$ cat src/rtl/bw_pkg.sv
// Shared types and constants for the barycentric weights unit.
`timescale 1ns / 1ps
package bw_pkg;
  localparam int COORD_BITS = 16;
  localparam int FRAC_BITS_DEF = 16;
  localparam int WEIGHT_BITS = 24;
  localparam int DIFF_W = COORD_BITS + 1;
  localparam int PROD_W = 2 * DIFF_W;
  localparam int CROSS_W = PROD_W + 1;
  localparam int NUM_REGS = 6;
  localparam int IDX_W = 3;
  localparam int FIFO_DEPTH = 4;

  localparam logic [IDX_W-1:0] REG_V0X = 3'd0;
  localparam logic [IDX_W-1:0] REG_V0Y = 3'd1;
  localparam logic [IDX_W-1:0] REG_V1X = 3'd2;
  localparam logic [IDX_W-1:0] REG_V1Y = 3'd3;
  localparam logic [IDX_W-1:0] REG_V2X = 3'd4;
  localparam logic [IDX_W-1:0] REG_V2Y = 3'd5;

  typedef struct packed {
    logic signed [COORD_BITS-1:0] point_x;
    logic signed [COORD_BITS-1:0] point_y;
  } point_t;

  typedef struct packed {
    logic signed [WEIGHT_BITS-1:0] weight_u;
    logic signed [WEIGHT_BITS-1:0] weight_v;
    logic signed [WEIGHT_BITS-1:0] weight_w;
    logic                          degenerate;
  } result_t;

  // One classified item between front and back.
  typedef struct packed {
    logic signed [CROSS_W-1:0] num_v;
    logic signed [CROSS_W-1:0] num_w;
    logic signed [CROSS_W-1:0] det;
    logic                      degen;
  } work_t;
endpackage

$ cat src/rtl/bw_fifo.sv
// Short queue between the front and the divider back end.
`timescale 1ns / 1ps
module bw_fifo (
  input  logic          clk,
  input  logic          rst,
  input  logic          push,
  input  bw_pkg::work_t push_data,
  input  logic          pop,
  output logic          not_empty,
  output bw_pkg::work_t pop_data
);
  import bw_pkg::*;

  localparam int AW = $clog2(FIFO_DEPTH);

  work_t         mem [FIFO_DEPTH];
  logic [AW-1:0] wr_ptr, rd_ptr;
  logic [AW:0]   count;
  logic          do_pop;

  assign not_empty = (count != '0);
  assign do_pop    = pop && not_empty;
  assign pop_data  = mem[rd_ptr];

  always_ff @(posedge clk) begin
    if (push) mem[wr_ptr] <= push_data;
  end

  always_ff @(posedge clk) begin
    if (rst) begin
      wr_ptr <= '0;
      rd_ptr <= '0;
      count  <= '0;
    end else begin
      if (push)   wr_ptr <= wr_ptr + 1'b1;
      if (do_pop) rd_ptr <= rd_ptr + 1'b1;
      count <= count + (AW+1)'(push) - (AW+1)'(do_pop);
    end
  end
endmodule

$ cat config.mk
export PLATFORM = sky130hd
export DESIGN_NAME = bw_fifo
export DESIGN_NICKNAME = d
export VERILOG_FILES = /design/src/rtl/bw_pkg.sv /design/src/rtl/bw_fifo.sv
export SDC_FILE = /design/constraint.sdc
export NUM_CORES = 1
export LEC_CHECK = 0
export ABC_AREA = 0
export BUFFER_PORTS_ARGS = -buffer_cell sky130_fd_sc_hd__buf_2
export CAP_MARGIN = 20
export CELL_PAD_IN_SITES_DETAIL_PLACEMENT = 1
export CELL_PAD_IN_SITES_GLOBAL_PLACEMENT = 2
export CORE_UTILIZATION = 45
export CTS_CLUSTER_SIZE = 14
export DETAILED_ROUTE_END_ITERATION = 7
export PLACE_DENSITY_LB_ADDON = 0.1
export SYNTH_ARGS = -nofsm -noshare
export SYNTH_HDL_FRONTEND = slang
export SYNTH_SLANG_ARGS = --single-unit
$ cat constraint.sdc
create_clock -name clk -period 4.6 [get_ports clk]
set_clock_uncertainty 0.15 [all_clocks]
set_input_delay 0.92 -clock clk [delete_from_list [all_inputs] [get_ports clk]]
set_output_delay 0.92 -clock clk [all_outputs]
set_load 0.01 [all_outputs]
Word-level counts from Yosys, hierarchy flattened
Memory sizes are Yosys's and may differ from the RTL's. A register that Yosys moved wholly into a read port is not among the register bits.
Index checks and enable logic that the tools add are counted.
Storage, ports and cells
  flip-flop bits (word level): 7
  RAM bits: 424
  input port bits: 110
  output and inout port bits: 107
  memories kept: 1
Memory list
  mem: depth 4, width 106, rd ports 1, clocked after Yosys merged registers in 1, write ports 1, RTL line bw_fifo.sv:16  | work_t mem [FIFO_DEPTH];
Operators by class
  add/subtract/negate cells: 4
  mux-type cells: 4
  reductions and logical operators: 2
Operator list (count)
  $add A2 B1 Y2 const B: 2
  $mux W2: 2
  $add A3 B1 Y3: 1
  $reduce_bool A3 Y1: 1
  $sub A3 B1 Y3: 1
  $mux W1: 2
  $logic_and A1 B1 Y1: 1

Depth between registers and ports, before layout
  word-level depth: 4
  gate-level depth with buffers: 7
  depth with buffers taken out: 7

Worst setup path after synthesis
OpenSTA, ideal clock, no wires.
  path type: input-to-reg
  start: in push
  end: mem mem[0][0] in the netlist's numbering (enable)
  library setup time: 0.477 ns
  arrival: 3.363 ns
  slack: 0.611 ns
  cell stages on the path: 1
  path through: and2_1
On the way
  cells in the longest elaborated chain, start to end: 2
Ends and longest elaborated chain
  start: declaration: RTL line bw_fifo.sv:6  | input logic push,
  $mux W1: RTL line bw_fifo.sv:26  | if (push) mem[wr_ptr] <= push_data;
  $mux W1 (implied by the code): RTL line bw_fifo.sv:26
  end: declaration: RTL line bw_fifo.sv:16
No other way between the ends.

==> reports/metrics.cfg <==
[run_status]
outcome=finished, final reports clean

[flow_run]
drv_cap=0

[timing]
max_freq_mhz=284
tns_ps=0
slew_headroom_pct=34.8
timing.final.crit_share_pct=76.5
worst_pin_slew_ps=978
worst_slack_ps=1080
min_period_ps=3520
rsz0062_at_grt=no
finalHoldViolations=0
drv_slew=0
setup_violations=0
hold_ws_ps=427

[synth]
synth.avg_cell_area_um2=26.3
synth_nets=716
synth_xor_area_share_pct=0.206
ys_warn_count=0
synth_compound_area_share_pct=0.111
synth_top_family_by_area=multiplexers
yosys.area_share.simple_pct=0.476
synth-adder-area-share_pct=0.603
syn_area_um2=15800
ys_seq_area_share_pct=81.9
synth_cell_types=20
synth_mux_area_share_pct=15.4
synthCells=599
ys_ff_latch=433

[pwr]
ir_drop_uv=380
power_mw=9.57
leakagePower_nw=6.24
p_per_area_nw_per_um2=511

[grt]
grt_pass1_wl_um=46900
grt_use_total_pct=17.7
antenna_found_initial=5
grt_start_max_net_pins=62
grt_pass1_vias=7760
grt_overflow=0

[detailed_routing]
drtIter0Drc=478
vias=6988
wl_per_cell_um=23.1
drt-total-wl_um=30800
firstDrtPassIters=4
final_antenna_net_count=0
drc=0
via_per_inst=5.24

[critical_path]
setup.worst_path.start_class=register
critPathKind=register to output port
crit_path_end_kind=output port
required_ps=3530
arrival_ps=2450
crit_fanout=54
ff2ff_path_depth=3

[layout]
fin_util_pct=54.4
nFillCells=2998
syn_to_final_growth_pct=18.9
multi_input_area_um2=2660
drive_gt1_share_pct=45.0
register_area_um2=12900
nets=962

[placement]
io_buffers=216
hpwl_um=18600
place_ws_ps=1580
gp_congestion=0.742

[clock_network]
cts_hold_buf=0
cts-buffers-inserted=45
postCtsSetupBuffers=0
clk_latency_ps=530
cts.repair.resized=0
clock_sinks=433
clk_path_buf_depth=3
root_buffer=clkbuf_16
clk_pin_slew_ps=60
h-tree-depth=2
tritoncts=done

[floorplan]
io_pins=217
die_x_um=189
initial_core_util_pct=45.7
core_um2=34500
die_area_um2=35800
rows=68
die_y_um=189

[worst_hold_path]
hold_depth=2
hp-class=register to register

==> routing by layer <==
metal	vias up	routed length (um)	track usage [%]
li1	3066	-	-
met1	3680	12500	23.3
met2	190	15600	29.5
met3	48	2060	4.62
met4	4	538	4.56
met5	-	27	0
==> metrics by stage <==
step | cells | instance area, um2
finish | 1334 | 18700
global placement | 1253 | 17400
detailed placement | 1253 | 17400
floorplan | 599 | 15800
global route | 1331 | 18700
CTS | 1331 | 18700
==> layout by cell type, fill, tap and decap left out, types with 4 or more instances in the layout <==
cell type    n
edfxtp_1   424
nor2_1       5
and2_4       4
buf_12       6
clkbuf_16   47
ha_1         6
clkinv_1     4
dfxtp_1      7
clkbuf_1    19
mux4_2     106
inv_1        6
buf_2      216
nor2b_1      4
==> synthesized netlist by cell type, drive strengths merged <==
cell type	number	area [um2]
mux2i	1	10.0
inv	6	22.5
ha	6	75.1
fa	1	20.0
dfxtp	9	180
or3	1	6.26
o311ai	1	8.76
o31a	1	8.76
mux2	3	33.8
xor3	1	23.8
and2	4	25.0
nor2	5	18.8
clkbuf	7	26.3
buf	18	146
edfxtp	424	12700
mux4	106	2390
xnor2	1	8.76
nor2b	4	25.0
==> kinds of logic after synthesis <==
logic type               Yosys count
XOR/XNOR                           2
AO/OA/AOI/OAI                      2
flip-flops                       433
buffers and inverters             31
multiplexers                     110
AND/OR/NAND/NOR                   14
adder cells (fa/ha/maj)            7
==> final cells by class <==
class	instances	area share (%)
flip-flops and latches	433	69.0
repair buffers	224	6.49
diodes	3	0.0401
clock buffers	69	6.88
multi-input cells	135	14.2
inverters	6	0.120
well taps	455	3.04
clock inverters	9	0.254
==> final timing paths <==
kind / slack, ps / end / startpoint
max: 1080 / pop_data[77] / register
min: 430 / wr_ptr[0] / wr_ptr[0]
max reg2reg: 2300 / mem[1][40] / wr_ptr[0]
min reg2reg: 430 / wr_ptr[0] / wr_ptr[0]
==> worst max-delay path, cell delays in order (launching register included) <==
cell     delay, ps
dfxtp_4        880
buf_12         390
mux4_2         390
buf_2          160
==> report_power, final <==
group	switching [mW]	internal [mW]	total [mW]	leakage (nW)
registers	0.115	4.55	4.66	3.97
clock network	1.37	1.92	3.29	0.650
logic	0.799	0.814	1.61	1.62
total	2.29	7.28	9.57	6.24
==> flip-flops by register name, indices dropped and copies added (netlist names), named ones only <==
name	count
rd_ptr	2
count	3
mem	424
wr_ptr	2
(Power assumes the default switching activity.)
